`src/rtl/lcst_pkg.sv`:
```
// ----------------------------------------------------------------------------
// lcst_pkg
// Shared types and fixed constants of the lamp colour smoothing tuner.
// ----------------------------------------------------------------------------
package lcst_pkg;

   typedef enum logic [1:0] {
      CMD_TICK  = 2'd0,
      CMD_SCHED = 2'd1,
      CMD_ENC   = 2'd2,
      CMD_LOAD  = 2'd3
   } cmd_type;

   typedef enum logic [3:0] {
      ST_IDLE,
      ST_DISPATCH,
      ST_EASE_GO,
      ST_EASE_WAIT,
      ST_COMP,
      ST_CONV_PREP,
      ST_CONV_SAT,
      ST_CONV_HUE,
      ST_ENC,
      ST_LOAD,
      ST_FINISH
   } state_type;

   typedef enum logic [1:0] {
      SEL_LEVEL,
      SEL_HUE,
      SEL_SAT,
      SEL_GOAL
   } ease_sel_type;

   localparam logic [7:0] HUE_OFF_RED   = 8'd0;
   localparam logic [7:0] HUE_OFF_GREEN = 8'd42;
   localparam logic [7:0] HUE_OFF_BLUE  = 8'd85;
   localparam logic [7:0] HUE_GAIN      = 8'd42;
   localparam logic [7:0] SAT_GAIN      = 8'd255;

   localparam logic [7:0] RESET_RED     = 8'd255;
   localparam logic [7:0] RESET_GREEN   = 8'd175;
   localparam logic [7:0] RESET_BLUE    = 8'd90;
   localparam logic [7:0] RESET_LEVEL   = 8'd200;
   localparam logic [7:0] RESET_HUE     = 8'd32;
   localparam logic [7:0] RESET_SAT     = 8'd200;

endpackage

```
`src/rtl/lcst_mul.sv`:
```
// ----------------------------------------------------------------------------
// lcst_mul
// Bit-serial shift-and-add multiplier, one multiplier bit per cycle.
// ----------------------------------------------------------------------------
module lcst_mul
   import lcst_pkg::*;
#(
   parameter int AW = 24,
   parameter int BW = 16
) (
   input  logic             clock,
   input  logic             reset,
   input  logic             start,
   input  logic [AW-1:0]    a,
   input  logic [BW-1:0]    b,
   output logic [AW+BW-1:0] prod,
   output logic             done
);

   localparam int CW = $clog2(BW + 1);

   logic [AW-1:0]    a_ff, a_in;
   logic [AW+BW-1:0] acc_ff, acc_in;
   logic [CW-1:0]    cnt_ff, cnt_in;
   logic             busy_ff, busy_in;
   logic             done_ff, done_in;
   logic [AW:0]      sum;

   always_comb begin
      a_in    = a_ff;
      acc_in  = acc_ff;
      cnt_in  = cnt_ff;
      busy_in = busy_ff;
      done_in = 1'b0;
      sum     = {1'b0, acc_ff[AW+BW-1:BW]} + (acc_ff[0] ? {1'b0, a_ff} : '0);
      if (start) begin
         a_in    = a;
         acc_in  = {{AW{1'b0}}, b};
         cnt_in  = CW'(BW);
         busy_in = 1'b1;
      end else if (busy_ff) begin
         acc_in = {sum, acc_ff[BW-1:1]};
         cnt_in = cnt_ff - 1'b1;
         if (cnt_ff == CW'(1)) begin
            busy_in = 1'b0;
            done_in = 1'b1;
         end
      end
   end

   always_ff @(posedge clock) begin
      if (reset) begin
         busy_ff <= 1'b0;
         done_ff <= 1'b0;
         cnt_ff  <= '0;
      end else begin
         busy_ff <= busy_in;
         done_ff <= done_in;
         cnt_ff  <= cnt_in;
      end
      a_ff   <= a_in;
      acc_ff <= acc_in;
   end

   assign prod = acc_ff;
   assign done = done_ff;

endmodule

```
`src/rtl/lcst_div.sv`:
```
// ----------------------------------------------------------------------------
// lcst_div
// Restoring divider, one quotient bit per cycle; quotient must fit QB bits.
// ----------------------------------------------------------------------------
module lcst_div
   import lcst_pkg::*;
#(
   parameter int NW = 33,
   parameter int DW = 9,
   parameter int QB = 24
) (
   input  logic          clock,
   input  logic          reset,
   input  logic          start,
   input  logic [NW-1:0] num,
   input  logic [DW-1:0] den,
   output logic [QB-1:0] quo,
   output logic          done
);

   localparam int CW = $clog2(QB + 1);

   logic [DW-1:0] rem_ff, rem_in;
   logic [DW-1:0] den_ff, den_in;
   logic [QB-1:0] nsh_ff, nsh_in;
   logic [CW-1:0] cnt_ff, cnt_in;
   logic          busy_ff, busy_in;
   logic          done_ff, done_in;
   logic [DW:0]   trial;
   logic [DW:0]   diff;
   logic          ge;

   always_comb begin
      rem_in  = rem_ff;
      den_in  = den_ff;
      nsh_in  = nsh_ff;
      cnt_in  = cnt_ff;
      busy_in = busy_ff;
      done_in = 1'b0;
      trial   = {rem_ff, nsh_ff[QB-1]};
      diff    = trial - {1'b0, den_ff};
      ge      = (trial >= {1'b0, den_ff});
      if (start) begin
         rem_in  = DW'(num[NW-1:QB]);
         den_in  = den;
         nsh_in  = num[QB-1:0];
         cnt_in  = CW'(QB);
         busy_in = 1'b1;
      end else if (busy_ff) begin
         rem_in = ge ? diff[DW-1:0] : trial[DW-1:0];
         nsh_in = {nsh_ff[QB-2:0], ge};
         cnt_in = cnt_ff - 1'b1;
         if (cnt_ff == CW'(1)) begin
            busy_in = 1'b0;
            done_in = 1'b1;
         end
      end
   end

   always_ff @(posedge clock) begin
      if (reset) begin
         busy_ff <= 1'b0;
         done_ff <= 1'b0;
         cnt_ff  <= '0;
      end else begin
         busy_ff <= busy_in;
         done_ff <= done_in;
         cnt_ff  <= cnt_in;
      end
      rem_ff <= rem_in;
      den_ff <= den_in;
      nsh_ff <= nsh_in;
   end

   assign quo  = nsh_ff;
   assign done = done_ff;

endmodule

```
`src/rtl/led_color_smoothing_tuner.sv`:
```
// ----------------------------------------------------------------------------
// led_color_smoothing_tuner
// Smoothed brightness, hue and saturation of a lamp with encoder, schedule
// and default controls; fixed point with FRAC_BITS fraction bits.
// ----------------------------------------------------------------------------
// One request at a time. A control tick runs one bit-serial multiply per
// eased value (one, or three in manual colour mode). A schedule tick, when
// its schedule is valid, runs RGB easing, a setup state and the
// hue/saturation conversion (two serial divisions, skipped for a grey
// colour) while the colour follows the schedule, then one more serial
// multiply for the brightness target while the brightness does. Load
// defaults runs the setup state and the two divisions (skipped for a grey
// colour). A new request is accepted in the cycle after its predecessor's
// response is loaded, while that response may still wait to be taken; a
// response that is held back stalls the next one.
// ----------------------------------------------------------------------------
module led_color_smoothing_tuner
   import lcst_pkg::*;
#(
   parameter int FRAC_BITS = 16
) (
   input  logic              clock,
   input  logic              reset,
   input  logic              req_valid,
   output logic              req_ready,
   input  logic [1:0]        req_cmd,
   input  logic signed [7:0] req_bright_knob_delta,
   input  logic signed [7:0] req_color_knob_delta,
   input  logic              req_sat_select,
   input  logic              req_schedule_valid,
   input  logic [7:0]        req_level_in,
   input  logic [7:0]        req_red_in,
   input  logic [7:0]        req_green_in,
   input  logic [7:0]        req_blue_in,
   output logic              rsp_valid,
   input  logic              rsp_ready,
   output logic [7:0]        rsp_level_out,
   output logic [7:0]        rsp_hue_out,
   output logic [7:0]        rsp_sat_out,
   output logic [7:0]        rsp_red_out,
   output logic [7:0]        rsp_green_out,
   output logic [7:0]        rsp_blue_out,
   output logic              rsp_level_manual,
   output logic              rsp_color_manual
);

   localparam int F   = FRAC_BITS;
   localparam int QW  = 8 + F;
   localparam int NW  = F + 17;
   localparam int DW  = 9;
   localparam int PW  = F + 11;

   localparam logic [63:0] QONE64   = 64'd1 << F;
   localparam logic [63:0] RTICK64  = (64'd11 * QONE64 * 64'd2 + 64'd200) / 64'd400;
   localparam logic [63:0] RSCHED64 = (64'd3 * QONE64 * 64'd2 + 64'd250) / 64'd500;
   localparam logic [63:0] SNAP64   = (QONE64 * 64'd2 + 64'd25) / 64'd50;
   localparam logic [63:0] SLVL64   = (64'd7 * QONE64 * 64'd2 + 64'd2) / 64'd4;
   localparam logic [63:0] SHUE64   = (64'd6 * QONE64 * 64'd2 + 64'd5) / 64'd10;
   localparam logic [63:0] SSAT64   = 64'd3 * QONE64;
   localparam logic [63:0] QMAX64   = 64'd255 * QONE64;
   localparam logic [63:0] QHALF64  = QONE64 >> 1;

   localparam logic [F-1:0]  RATE_TICK  = RTICK64[F-1:0];
   localparam logic [F-1:0]  RATE_SCHED = RSCHED64[F-1:0];
   localparam logic [QW-1:0] SNAP_Q     = SNAP64[QW-1:0];
   localparam logic [QW-1:0] STEP_LVL   = SLVL64[QW-1:0];
   localparam logic [QW-1:0] STEP_HUE   = SHUE64[QW-1:0];
   localparam logic [QW-1:0] STEP_SAT   = SSAT64[QW-1:0];
   localparam logic [QW-1:0] QMAX_Q     = QMAX64[QW-1:0];
   localparam logic [QW-1:0] QHALF_Q    = QHALF64[QW-1:0];

   function automatic logic [QW-1:0] clampq(input logic signed [QW+2:0] v);
      logic [QW-1:0] r;
      if (v < 0) r = '0;
      else if (v > $signed({3'b000, QMAX_Q})) r = QMAX_Q;
      else r = v[QW-1:0];
      return r;
   endfunction

   state_type    state_ff, state_in;
   ease_sel_type esel_ff, esel_in;
   logic [1:0]   idx_ff, idx_in;

   cmd_type     cmd_ff, cmd_in;
   logic [7:0]  bd_ff, bd_in, cd_ff, cd_in;
   logic        satsel_ff, satsel_in, sv_ff, sv_in;
   logic [7:0]  lvl_ff, lvl_in, rin_ff, rin_in, gin_ff, gin_in, bin_ff, bin_in;

   logic [QW-1:0] level_now_ff, level_now_in, level_goal_ff, level_goal_in;
   logic [QW-1:0] hue_now_ff, hue_now_in, hue_goal_ff, hue_goal_in;
   logic [QW-1:0] sat_now_ff, sat_now_in, sat_goal_ff, sat_goal_in;
   logic [7:0]    red_ff, red_in, green_ff, green_in, blue_ff, blue_in;
   logic          lfs_ff, lfs_in, cfs_ff, cfs_in;

   logic [7:0]    dl_ff, dl_in, mag_ff, mag_in, off_ff, off_in;
   logic          neg_ff, neg_in;

   logic          rsp_valid_ff, rsp_valid_in;
   logic [7:0]    ol_ff, ol_in, oh_ff, oh_in, os_ff, os_in;
   logic [7:0]    or_ff, or_in, og_ff, og_in, ob_ff, ob_in;
   logic          olm_ff, olm_in, ocm_ff, ocm_in;

   logic              mul_start, mul_done;
   logic [QW-1:0]     mul_a;
   logic [F-1:0]      mul_b;
   logic [QW+F-1:0]   mul_prod;
   logic              div_start, div_done;
   logic [NW-1:0]     div_num;
   logic [DW-1:0]     div_den;
   logic [QW-1:0]     div_quo;

   // ease datapath
   logic [QW-1:0]        e_now, e_goal, hue_u;
   logic signed [QW+1:0] e_d;
   logic [QW+1:0]        e_abs;
   logic [QW-1:0]        e_mag, e_step, e_fin;
   logic [QW+F:0]        e_rsum;
   logic signed [QW+2:0] e_res;
   logic                 e_snap;

   // colour conversion
   logic [7:0]  mx, mn, cv_dl, cv_mag, cv_off;
   logic signed [8:0] cv_num;
   logic [15:0] dl255, mag42;
   logic [NW-1:0] sat_num, hue_num;
   logic [QW-1:0] hue_hv, hue_sq;

   // schedule colour easing
   logic [7:0]            c_cur, c_tgt, c_new;
   logic signed [8:0]     c_d;
   logic signed [PW-1:0]  c_p;

   // encoder
   logic signed [QW+2:0] bd_ext, cd_ext, lg_sum, sg_sum, hg_sum;
   logic [QW-1:0]        rnd_l, rnd_h, rnd_s;
   logic                 can_load;

   lcst_mul #(.AW(QW), .BW(F)) u_mul (
      .clock (clock),
      .reset (reset),
      .start (mul_start),
      .a     (mul_a),
      .b     (mul_b),
      .prod  (mul_prod),
      .done  (mul_done)
   );

   lcst_div #(.NW(NW), .DW(DW), .QB(QW)) u_div (
      .clock (clock),
      .reset (reset),
      .start (div_start),
      .num   (div_num),
      .den   (div_den),
      .quo   (div_quo),
      .done  (div_done)
   );

   // ease difference, step and result
   always_comb begin
      case (esel_ff)
         SEL_LEVEL: begin e_now = level_now_ff;  e_goal = level_goal_ff; end
         SEL_HUE:   begin e_now = hue_now_ff;    e_goal = hue_goal_ff;   end
         SEL_SAT:   begin e_now = sat_now_ff;    e_goal = sat_goal_ff;   end
         default:   begin e_now = level_goal_ff; e_goal = {lvl_ff, {F{1'b0}}}; end
      endcase
      hue_u = e_goal - e_now;
      if (esel_ff == SEL_HUE) begin
         if (hue_u[QW-1] && (|hue_u[QW-2:0])) e_d = $signed({2'b11, hue_u});
         else e_d = $signed({2'b00, hue_u});
      end else begin
         e_d = $signed({2'b00, e_goal}) - $signed({2'b00, e_now});
      end
      e_abs  = e_d[QW+1] ? (~e_d + 1'b1) : e_d;
      e_mag  = e_abs[QW-1:0];
      e_snap = (e_mag < SNAP_Q);
      e_rsum = {1'b0, mul_prod} + {{(F+1){1'b0}}, QHALF_Q};
      e_step = e_rsum[QW+F-1:F];
      if (e_step == '0) e_step = QW'(1);
      if (e_snap) e_res = $signed({3'b000, e_goal});
      else if (e_d[QW+1]) e_res = $signed({3'b000, e_now}) - $signed({3'b000, e_step});
      else e_res = $signed({3'b000, e_now}) + $signed({3'b000, e_step});
      e_fin = (esel_ff == SEL_HUE) ? e_res[QW-1:0] : clampq(e_res);
   end

   // colour conversion operands
   always_comb begin
      mx = red_ff;
      mn = red_ff;
      if (green_ff > mx) mx = green_ff;
      if (blue_ff > mx) mx = blue_ff;
      if (green_ff < mn) mn = green_ff;
      if (blue_ff < mn) mn = blue_ff;
      cv_dl = mx - mn;
      if (mx == red_ff) begin
         cv_num = $signed({1'b0, green_ff}) - $signed({1'b0, blue_ff});
         cv_off = HUE_OFF_RED;
      end else if (mx == green_ff) begin
         cv_num = $signed({1'b0, blue_ff}) - $signed({1'b0, red_ff});
         cv_off = HUE_OFF_GREEN;
      end else begin
         cv_num = $signed({1'b0, red_ff}) - $signed({1'b0, green_ff});
         cv_off = HUE_OFF_BLUE;
      end
      cv_mag  = cv_num[8] ? 8'(-cv_num) : cv_num[7:0];
      dl255   = {8'd0, cv_dl} * {8'd0, SAT_GAIN};
      mag42   = {8'd0, mag_ff} * {8'd0, HUE_GAIN};
      sat_num = {dl255, {(F+1){1'b0}}} | {{(NW-8){1'b0}}, mx};
      hue_num = {mag42, {(F+1){1'b0}}} | {{(NW-8){1'b0}}, dl_ff};
      hue_sq  = neg_ff ? (~div_quo + 1'b1) : div_quo;
      hue_hv  = {off_ff, {F{1'b0}}} + hue_sq;
   end

   // schedule colour step
   always_comb begin
      case (idx_ff)
         2'd0:    begin c_cur = red_ff;   c_tgt = rin_ff; end
         2'd1:    begin c_cur = green_ff; c_tgt = gin_ff; end
         default: begin c_cur = blue_ff;  c_tgt = bin_ff; end
      endcase
      c_d   = $signed({1'b0, c_tgt}) - $signed({1'b0, c_cur});
      c_p   = $signed({{(F+2){c_d[8]}}, c_d}) * $signed({11'd0, RATE_SCHED})
              + $signed({{(PW-QW){1'b0}}, QHALF_Q});
      c_new = c_cur + c_p[F+7:F];
   end

   // encoder targets, response rounding and response load condition
   always_comb begin
      bd_ext = $signed({{(QW-5){bd_ff[7]}}, bd_ff});
      cd_ext = $signed({{(QW-5){cd_ff[7]}}, cd_ff});
      lg_sum = $signed({3'b000, level_goal_ff}) + bd_ext * $signed({3'b000, STEP_LVL});
      sg_sum = $signed({3'b000, sat_goal_ff}) + cd_ext * $signed({3'b000, STEP_SAT});
      hg_sum = $signed({3'b000, hue_goal_ff}) + cd_ext * $signed({3'b000, STEP_HUE});
      rnd_l  = level_now_ff + QHALF_Q;
      rnd_h  = hue_now_ff + QHALF_Q;
      rnd_s  = sat_now_ff + QHALF_Q;
      can_load = !rsp_valid_ff || rsp_ready;
   end

   // next state
   always_comb begin
      state_in = state_ff;
      case (state_ff)
         ST_IDLE:
            if (req_valid) state_in = ST_DISPATCH;
         ST_DISPATCH:
            case (cmd_ff)
               CMD_TICK: state_in = ST_EASE_GO;
               CMD_SCHED:
                  if (!sv_ff) state_in = ST_FINISH;
                  else if (cfs_ff) state_in = ST_COMP;
                  else if (lfs_ff) state_in = ST_EASE_GO;
                  else state_in = ST_FINISH;
               CMD_ENC: state_in = ST_ENC;
               default: state_in = ST_LOAD;
            endcase
         ST_EASE_GO:
            state_in = ST_EASE_WAIT;
         ST_EASE_WAIT:
            if (mul_done) begin
               if ((esel_ff == SEL_LEVEL && !cfs_ff) || esel_ff == SEL_HUE)
                  state_in = ST_EASE_GO;
               else
                  state_in = ST_FINISH;
            end
         ST_COMP:
            if (idx_ff == 2'd2) state_in = ST_CONV_PREP;
         ST_CONV_PREP:
            if (cv_dl != '0) state_in = ST_CONV_SAT;
            else if (cmd_ff == CMD_SCHED && lfs_ff) state_in = ST_EASE_GO;
            else state_in = ST_FINISH;
         ST_CONV_SAT:
            if (div_done) state_in = ST_CONV_HUE;
         ST_CONV_HUE:
            if (div_done) begin
               if (cmd_ff == CMD_SCHED && lfs_ff) state_in = ST_EASE_GO;
               else state_in = ST_FINISH;
            end
         ST_ENC:
            state_in = ST_FINISH;
         ST_LOAD:
            state_in = ST_CONV_PREP;
         ST_FINISH:
            if (can_load) state_in = ST_IDLE;
         default:
            state_in = ST_IDLE;
      endcase
   end

   // control outputs
   always_comb begin
      req_ready = (state_ff == ST_IDLE);
      mul_start = (state_ff == ST_EASE_GO);
      mul_a     = e_mag;
      mul_b     = (esel_ff == SEL_GOAL) ? RATE_SCHED : RATE_TICK;
      div_start = (state_ff == ST_CONV_PREP && cv_dl != '0) ||
                  (state_ff == ST_CONV_SAT && div_done);
      if (state_ff == ST_CONV_PREP) begin
         div_num = sat_num;
         div_den = {mx, 1'b0};
      end else begin
         div_num = hue_num;
         div_den = {dl_ff, 1'b0};
      end
   end

   // datapath next values
   always_comb begin
      esel_in = esel_ff;      idx_in = idx_ff;
      cmd_in = cmd_ff;        bd_in = bd_ff;        cd_in = cd_ff;
      satsel_in = satsel_ff;  sv_in = sv_ff;        lvl_in = lvl_ff;
      rin_in = rin_ff;        gin_in = gin_ff;      bin_in = bin_ff;
      level_now_in = level_now_ff;  level_goal_in = level_goal_ff;
      hue_now_in = hue_now_ff;      hue_goal_in = hue_goal_ff;
      sat_now_in = sat_now_ff;      sat_goal_in = sat_goal_ff;
      red_in = red_ff;  green_in = green_ff;  blue_in = blue_ff;
      lfs_in = lfs_ff;  cfs_in = cfs_ff;
      dl_in = dl_ff;    mag_in = mag_ff;  off_in = off_ff;  neg_in = neg_ff;
      ol_in = ol_ff;    oh_in = oh_ff;    os_in = os_ff;
      or_in = or_ff;    og_in = og_ff;    ob_in = ob_ff;
      olm_in = olm_ff;  ocm_in = ocm_ff;
      rsp_valid_in = rsp_valid_ff && !rsp_ready;
      case (state_ff)
         ST_IDLE:
            if (req_valid) begin
               cmd_in    = cmd_type'(req_cmd);
               bd_in     = req_bright_knob_delta;
               cd_in     = req_color_knob_delta;
               satsel_in = req_sat_select;
               sv_in     = req_schedule_valid;
               lvl_in    = req_level_in;
               rin_in    = req_red_in;
               gin_in    = req_green_in;
               bin_in    = req_blue_in;
            end
         ST_DISPATCH: begin
            idx_in  = 2'd0;
            esel_in = (cmd_ff == CMD_TICK) ? SEL_LEVEL : SEL_GOAL;
         end
         ST_EASE_WAIT:
            if (mul_done) begin
               case (esel_ff)
                  SEL_LEVEL: begin level_now_in = e_fin; esel_in = SEL_HUE; end
                  SEL_HUE:   begin hue_now_in = e_fin;   esel_in = SEL_SAT; end
                  SEL_SAT:   sat_now_in = e_fin;
                  default:   level_goal_in = e_fin;
               endcase
            end
         ST_COMP: begin
            case (idx_ff)
               2'd0:    red_in = c_new;
               2'd1:    green_in = c_new;
               default: blue_in = c_new;
            endcase
            idx_in = idx_ff + 1'b1;
         end
         ST_CONV_PREP: begin
            esel_in = SEL_GOAL;
            dl_in   = cv_dl;
            mag_in  = cv_mag;
            off_in  = cv_off;
            neg_in  = cv_num[8];
            if (cv_dl == '0) begin
               hue_now_in = '0;  hue_goal_in = '0;
               sat_now_in = '0;  sat_goal_in = '0;
            end
         end
         ST_CONV_SAT:
            if (div_done) begin
               sat_now_in  = div_quo;
               sat_goal_in = div_quo;
            end
         ST_CONV_HUE:
            if (div_done) begin
               hue_now_in  = hue_hv;
               hue_goal_in = hue_hv;
            end
         ST_ENC: begin
            if (bd_ff != '0) begin
               lfs_in        = 1'b0;
               level_goal_in = clampq(lg_sum);
            end
            if (cd_ff != '0) begin
               cfs_in = 1'b0;
               if (satsel_ff) sat_goal_in = clampq(sg_sum);
               else hue_goal_in = hg_sum[QW-1:0];
            end
         end
         ST_LOAD: begin
            level_now_in  = {lvl_ff, {F{1'b0}}};
            level_goal_in = {lvl_ff, {F{1'b0}}};
            red_in   = rin_ff;
            green_in = gin_ff;
            blue_in  = bin_ff;
            lfs_in   = 1'b1;
            cfs_in   = 1'b1;
         end
         ST_FINISH:
            if (can_load) begin
               rsp_valid_in = 1'b1;
               ol_in  = rnd_l[QW-1:F];
               oh_in  = rnd_h[QW-1:F];
               os_in  = rnd_s[QW-1:F];
               or_in  = red_ff;
               og_in  = green_ff;
               ob_in  = blue_ff;
               olm_in = !lfs_ff;
               ocm_in = !cfs_ff;
            end
         default: ;
      endcase
   end

   always_ff @(posedge clock) begin
      if (reset) begin
         state_ff      <= ST_IDLE;
         esel_ff       <= SEL_LEVEL;
         idx_ff        <= '0;
         rsp_valid_ff  <= 1'b0;
         level_now_ff  <= {RESET_LEVEL, {F{1'b0}}};
         level_goal_ff <= {RESET_LEVEL, {F{1'b0}}};
         hue_now_ff    <= {RESET_HUE, {F{1'b0}}};
         hue_goal_ff   <= {RESET_HUE, {F{1'b0}}};
         sat_now_ff    <= {RESET_SAT, {F{1'b0}}};
         sat_goal_ff   <= {RESET_SAT, {F{1'b0}}};
         red_ff        <= RESET_RED;
         green_ff      <= RESET_GREEN;
         blue_ff       <= RESET_BLUE;
         lfs_ff        <= 1'b1;
         cfs_ff        <= 1'b1;
      end else begin
         state_ff      <= state_in;
         esel_ff       <= esel_in;
         idx_ff        <= idx_in;
         rsp_valid_ff  <= rsp_valid_in;
         level_now_ff  <= level_now_in;
         level_goal_ff <= level_goal_in;
         hue_now_ff    <= hue_now_in;
         hue_goal_ff   <= hue_goal_in;
         sat_now_ff    <= sat_now_in;
         sat_goal_ff   <= sat_goal_in;
         red_ff        <= red_in;
         green_ff      <= green_in;
         blue_ff       <= blue_in;
         lfs_ff        <= lfs_in;
         cfs_ff        <= cfs_in;
      end
      cmd_ff    <= cmd_in;
      bd_ff     <= bd_in;
      cd_ff     <= cd_in;
      satsel_ff <= satsel_in;
      sv_ff     <= sv_in;
      lvl_ff    <= lvl_in;
      rin_ff    <= rin_in;
      gin_ff    <= gin_in;
      bin_ff    <= bin_in;
      dl_ff     <= dl_in;
      mag_ff    <= mag_in;
      off_ff    <= off_in;
      neg_ff    <= neg_in;
      ol_ff     <= ol_in;
      oh_ff     <= oh_in;
      os_ff     <= os_in;
      or_ff     <= or_in;
      og_ff     <= og_in;
      ob_ff     <= ob_in;
      olm_ff    <= olm_in;
      ocm_ff    <= ocm_in;
   end

   assign rsp_valid        = rsp_valid_ff;
   assign rsp_level_out    = ol_ff;
   assign rsp_hue_out      = oh_ff;
   assign rsp_sat_out      = os_ff;
   assign rsp_red_out      = or_ff;
   assign rsp_green_out    = og_ff;
   assign rsp_blue_out     = ob_ff;
   assign rsp_level_manual = olm_ff;
   assign rsp_color_manual = ocm_ff;

endmodule
```
`config.mk`:
```
export PLATFORM = sky130hd
export DESIGN_NAME = led_color_smoothing_tuner
export DESIGN_NICKNAME = d
export VERILOG_FILES = /design/src/rtl/lcst_pkg.sv /design/src/rtl/lcst_mul.sv /design/src/rtl/lcst_div.sv /design/src/rtl/led_color_smoothing_tuner.sv
export SDC_FILE = /design/constraint.sdc
export NUM_CORES = 2
export LEC_CHECK = 0
export ABC_CLOCK_PERIOD_IN_PS = 25100
export BUFFER_PORTS_ARGS = -buffer_cell sky130_fd_sc_hd__clkbuf_2
export CAP_MARGIN = 20
export CORE_MARGIN = 2
export CORE_UTILIZATION = 55
export CTS_BUF_LIST = sky130_fd_sc_hd__clkbuf_16
export DETAILED_ROUTE_END_ITERATION = 7
export PLACE_DENSITY_LB_ADDON = 0.12
export SLEW_MARGIN = 15
export SYNTH_ARGS = -nofsm -noshare
export SYNTH_HDL_FRONTEND = slang
export SYNTH_SLANG_ARGS = --single-unit
```
`constraint.sdc`:
```
create_clock -name clock -period 25.1 [get_ports clock]
set_input_delay 2.51 -clock clock [delete_from_list [all_inputs] [get_ports clock]]
set_output_delay 2.51 -clock clock [all_outputs]
set_load 0.02 [all_outputs]
```
======== Yosys cells after proc, flatten, opt, wreduce, memory -nomap -nowiden ========
Index checks and enable logic that the tools add are counted.
word-level totals
  input port bits ......................... 56
  output and inout port bits .............. 52
  word-level logic and storage cells ...... 299
  register bits ........................... 426
operators by class
  $lt $le $gt $ge ......................... 12
  multiplexer cells ....................... 102
  eq/ne operators ......................... 40
  reductions and logical operators ........ 56
  bitwise operators ....................... 6
  $mul .................................... 6
  $add $sub $neg .......................... 27
operators with widths
  kind                                                                    number
  24-bit 2-to-1 mux                                                       29
  24-bit case mux with 3 select lines                                     7
  27-bit by 25-bit > comparator with 1-bit output, second input constant  3
  27-bit by 1-bit < comparator with 1-bit output, second input constant   3
  8-bit case mux with 2 select lines                                      5
  24-bit by 16-bit adder with 24-bit output, second input constant        3
  8-bit 2-to-1 mux                                                        8
  25-bit by 27-bit adder with 27-bit output                               2
  27-bit 2-to-1 mux                                                       2
  9-bit 2-to-1 mux                                                        6
  26-bit 2-to-1 mux                                                       2
  24-bit by 24-bit adder with 25-bit output                               2
  24-bit by 24-bit subtractor with 25-bit output                          2
  24-bit by 1-bit adder with 24-bit output, second input constant         2
  24-bit adder                                                            2
  4-bit 2-to-1 mux                                                        12
  24-bit inverter                                                         2
  24-bit case mux with 2 select lines                                     1
  4-bit case mux with 11 select lines                                     1
  40-bit by 16-bit adder with 40-bit output, second input constant        1
  8-bit by 8-bit subtractor with 9-bit output                             4
  33-bit 2-to-1 mux                                                       1
  33-bit by 8-bit OR with 33-bit output                                   1
  16-bit 2-to-1 mux                                                       2
  other kinds (58)                                                        146

======== Longest topological paths before layout ========
  depth in word-level cells ............... 19
  depth in mapped cells ................... 51
  gate-level depth less buffers ........... 47

======== Hierarchy ========
A second synthesis with hierarchy kept.
second synthesis, totals
  cell total of the unflattened synthesis .. 4,374
  area total of the unflattened synthesis .. 38,435.6 um^2
by module, submodules not included
  module                     instances  sequential area each (um^2)  cells each  area an instance (um^2)
  led_color_smoothing_tuner  1          7,216.9                      3,829       32,004.4
  lcst_mul                   1          1,821.7                      349         3,913.8
  lcst_div                   1          1,401.3                      196         2,517.4

======== Least setup slack after synthesis ========
Ideal clock, no wire load.
  path type ............................... register to register
  start point ............................. register green_ff[1]
  end point ............................... register u_div.rem_ff[8] (data pin)
  data required time ...................... 24.844 ns
  clock period less this slack ............ 10.247 ns
  stages on the path, launching flop included .. 48
  arrival time ............................ 9.991 ns
  buffers on the path ..................... 4
  setup time .............................. 0.256 ns
  path slack .............................. 14.853 ns
  path through ............................ dfxtp_1 > inv_1 > ha_1 > nor2b_1 > o21a_1 > o21ai_1 > a21oi_1 > o41a_1 > clkbuf_1 > clkbuf_1 > nor2_1 > a21oi_1 > ha_1 > and3_1 > and3_1 > buf_1 > nand2_1 > a221o_1 > [... 12 more ...] > xnor2_1 > ha_1 > inv_1 > fa_1 > fa_1 > fa_1 > inv_1 > ha_1 > and2_1 > o21ai_0 > nand2b_1 > a21oi_1 > o21bai_1 > a21o_1 > a21oi_1 > xnor2_1 > nand3b_1 > a31o_2
between the ends
  longest elaborated chain between the ends .. 9
  elaborated cells between the ends (all ways) .. 16
  those cells by class .................... 1 x add/sub; 1 x mul; 4 x order compare; 6 x mux; 1 x bitwise; 3 x reduce/logical
RTL lines
  what                                                                                       line                                                                text
  start, declared                                                                            led_color_smoothing_tuner.sv:92                                     logic [7:0] red_ff, red_in, green_ff, green_in, blue_ff, blue_in;
  start signal, assigned                                                                     led_color_smoothing_tuner.sv:442                                    green_ff <= green_in;
  8-bit > comparator / 8-bit < comparator (equally long branches)                            led_color_smoothing_tuner.sv:189, led_color_smoothing_tuner.sv:191
  8-bit 2-to-1 mux, on equally long branches                                                 led_color_smoothing_tuner.sv:189, led_color_smoothing_tuner.sv:191
  8-bit > comparator / 8-bit < comparator (equally long branches)                            led_color_smoothing_tuner.sv:190, led_color_smoothing_tuner.sv:192
  8-bit 2-to-1 mux, on equally long branches                                                 led_color_smoothing_tuner.sv:190, led_color_smoothing_tuner.sv:192
  8-bit subtractor *                                                                         led_color_smoothing_tuner.sv:193                                    cv_dl = mx - mn;
  via cv_dl[6]                                                                               led_color_smoothing_tuner.sv:122                                    logic [7:0] mx, mn, cv_dl, cv_mag, cv_off;
  8-bit by 8-bit multiplier with 16-bit output / 8-bit nonzero test (equally long branches)  led_color_smoothing_tuner.sv:205, led_color_smoothing_tuner.sv:295
  33-bit by 8-bit OR with 33-bit output / 1-bit logical AND (equally long branches)          led_color_smoothing_tuner.sv:207, led_color_smoothing_tuner.sv:295
  33-bit 2-to-1 mux / 1-bit logical OR (equally long branches)                               led_color_smoothing_tuner.sv:297, led_color_smoothing_tuner.sv:295
  9-bit 2-to-1 mux *                                                                         lcst_div.sv:43                                                      if (start) begin
  via u_div.rem_in[8]                                                                        lcst_div.sv:23                                                      logic [DW-1:0] rem_ff, rem_in;
  end signal, assigned                                                                       lcst_div.sv:70                                                      rem_ff <= rem_in;
  end, declared                                                                              lcst_div.sv:23
Mark *: on every way through the listed nets, which the timed path passes. The rest lies on a longest branch.
A chain may end at the register's enable or synchronous reset.

======== Worst setup path after layout ========
Ends and elaborated chain as after synthesis.

==> out/qor.txt <==
Outcome = finished, final reports clean
CTS Root Cell = clkbuf_16
Clock Sink Count = 419
Fraction of layout cells with a size suffix above 1 = 0.0822
Clock Path Buffers = 3
Final Hold Fails = 0
Number of global-route vias before repair = 30.2k
Post-synth EDFFs = 202
Crit path buffers/inverters = 8
Library cells used by synthesis = 99
CTS Buf Count = 50
FF+latch count, synth = 419
Gp weighted congestion = 0.952
Post-Synthesis Cells = 4216
Fin crit share = 0.459
Post-Syn Area = 37300 µm²
Fmax = 0.0868 GHz
Area growth, synth to finish = 7.76%
Starting density of the core = 0.556
Clock Skew = 0.0248 ns
WP data required = 25.46 ns
Critical Path Start Type = flip-flop
CTS tree = built
Most common cell after layout, fill and taps aside = inv_1
RSZ-0062 raised after global routing = false
Initial antenna violation count = 3
Slew margin rel. = 0.236
Number of synthesis warnings = 0
Total track usage = 0.316
Class of the worst hold path = reg -> reg
DP Wirelength = 86.0 mm
Synth Net Count = 4804
Final hold slack = 0.446 ns
Syn_area_per_cell = 8.86 µm²
Final setup fails = 0
Post-CTS Setup Bufs = 0
Max FO, Critical Path = 23
Die Wd = 265 µm
# DRC = 0
Ports = 108
DRT Pass-1 Iters = 6
Avg WL per Cell = 21.6 µm
Period minus WS final = 11.52 ns
DRT iter0 DRCs = 2740
CP most frequent cell = inv_1
Port Buf Inserts = 107
Clock transition at path regs = 0.06 ns
Vias = 31.5k
Nets = 4830
Core area = 67200 µm²
Fin. max-slew vios = 0
Total wire length = 112 mm
Critical path class = reg -> reg
First-pass GRT wire length = 173 mm
Row Count = 95
Commonest register cell after synthesis = dfxtp_1
Cts hold-fix bufs = 0
Die Footprint = 70000 µm²
Die boundary height = 265 µm
Total gr overflow = 0
Total Neg Setup Slack = 0 ns
CTS H-tree depth = 2
Least-Margin Pin Slew = 1.15 ns
Pin count of the biggest net entering global routing = 96
CP Capture Type = flip-flop
Slowest CP cell = dfxtp_1
Most frequent cells in the layout = 447 x inv_1, 435 x ha_1, 335 x nor2_1
Critical path's top delay family = compound AO/OA/AOI/OAI gates
Post_cts resized = 0
Max-cap violations = 0
Critical path arrival = 11.89 ns
Via-to-Cell Ratio = 6.10
Post-DRT Antenna Nets = 0
Sequential element share of the synthesized area = 0.279
Async SR Flop Fraction = 0
Max stage delay on crit path = 0.60 ns
Worst skew pair latency = 0.63 ns
[logic make-up after synthesis]
kind of cell | after synthesis | synth area share
AND/OR/NAND/NOR | 1166 | 0.153
adder cells (fa/ha/maj) | 534 | 0.198
flip-flops | 419 | 0.279
XOR/XNOR | 285 | 0.0677
AO/OA/AOI/OAI | 1042 | 0.185
buffers and inverters | 612 | 0.0627
multiplexers | 158 | 0.0541
[worst paths after layout]
check | slack (ns) | to | from | cells after the start
max | 13.58 | u_div.rem_ff[8]$_DFFE_PP_ | green_ff[1]$_SDFFE_PP1P_ | 48
min | 0.45 | level_now_ff[12]$_SDFFE_PP0P_ | level_now_ff[12]$_SDFFE_PP0P_ | 2
max reg2reg | 13.58 | u_div.rem_ff[8]$_DFFE_PP_ | green_ff[1]$_SDFFE_PP1P_ | 48
min reg2reg | 0.45 | level_now_ff[12]$_SDFFE_PP0P_ | level_now_ff[12]$_SDFFE_PP0P_ | 2
[worst register-to-register path: cells and delay by family, from the launching register on]
| family | cells | cell delay (ns) |
|---|---|---|
| DFF | 1 | 0.60 |
| and+or+nand+nor | 9 | 1.65 |
| adders and majority gates | 7 | 2.75 |
| AOI/OAI and AO/OA | 20 | 3.62 |
| buffers and inverters | 8 | 1.30 |
| xor gates and xnor gates | 3 | 0.99 |
| muxes | 1 | 0.37 |
[layout make-up]
type,instances,area [µm²]
fill,6001,26900
multi-input combinational,3185,24600
sequential,419,10400
inverter,441,1660
clock buffer,53,1330
tap,873,1090
timing repair buffer,145,827
clock inverter,40,307
antenna,2,5.00
[flip-flops by register name (all words and copies together), names as in the netlist, 9 cells and up]
register / count
hue_goal_ff: 24
hue_now_ff: 24
level_goal_ff: 24
level_now_ff: 24
sat_goal_ff: 24
sat_now_ff: 24
u_div.quo: 24
u_div.rem_ff: 9
u_mul.a_ff: 24
u_mul.prod: 40
[stage by stage]
| step | util | instance area [µm²] | instances | setup slack, ns |
|---|---|---|---|---|
| after global placement | 0.575 | 38600 | 5063 | 13.98 |
| final | 0.599 | 40200 | 5158 | 13.58 |
| after detailed placement | 0.575 | 38600 | 5063 | 13.79 |
| after CTS | 0.599 | 40200 | 5156 | 13.66 |
| after global routing | 0.599 | 40200 | 5156 | 12.80 |
| after floorplan | - | 37300 | 4216 | 14.85 |
[metal layers]
layer / vias up / GRT usage / wire (µm)
li1: 15132 / - / -
met1: 14894 / 0.416 / 47000
met2: 1162 / 0.519 / 51200
met3: 266 / 0.0412 / 7780
met4: 2 / 0.144 / 5610
met5: - / 0 / 13
[synth_stat cells (33+ instances only)]
master      n  area share
inv_1     438       0.044
ha_1      435        0.15
nor2_1    337       0.034
nand2_1   291       0.029
a21oi_1   234       0.031
dfxtp_1   217        0.12
edfxtp_1  202        0.16
xnor2_1   193       0.045
o21ai_0   180       0.024
clkbuf_1  133       0.013
mux2i_1   113       0.030
fa_1       97       0.052
a21o_1     93       0.019
xor2_1     90       0.021
nor3_1     82       0.011
nand3_1    79       0.011
a211oi_1   61       0.012
and2_1     58      0.0097
o21bai_1   55       0.011
o22ai_1    50      0.0084
a22oi_1    46      0.0092
nand2b_1   43      0.0072
or2_2      41      0.0069
a31oi_1    39      0.0065
nor4_1     38      0.0064
mux4_2     34       0.021
or3_1      34      0.0057
nor2b_1    33      0.0055
o211ai_1   33      0.0066
Power is left out: the tool's default activity adds up to more than one toggle a clock period on the data nets, which glitch-free logic cannot reach.
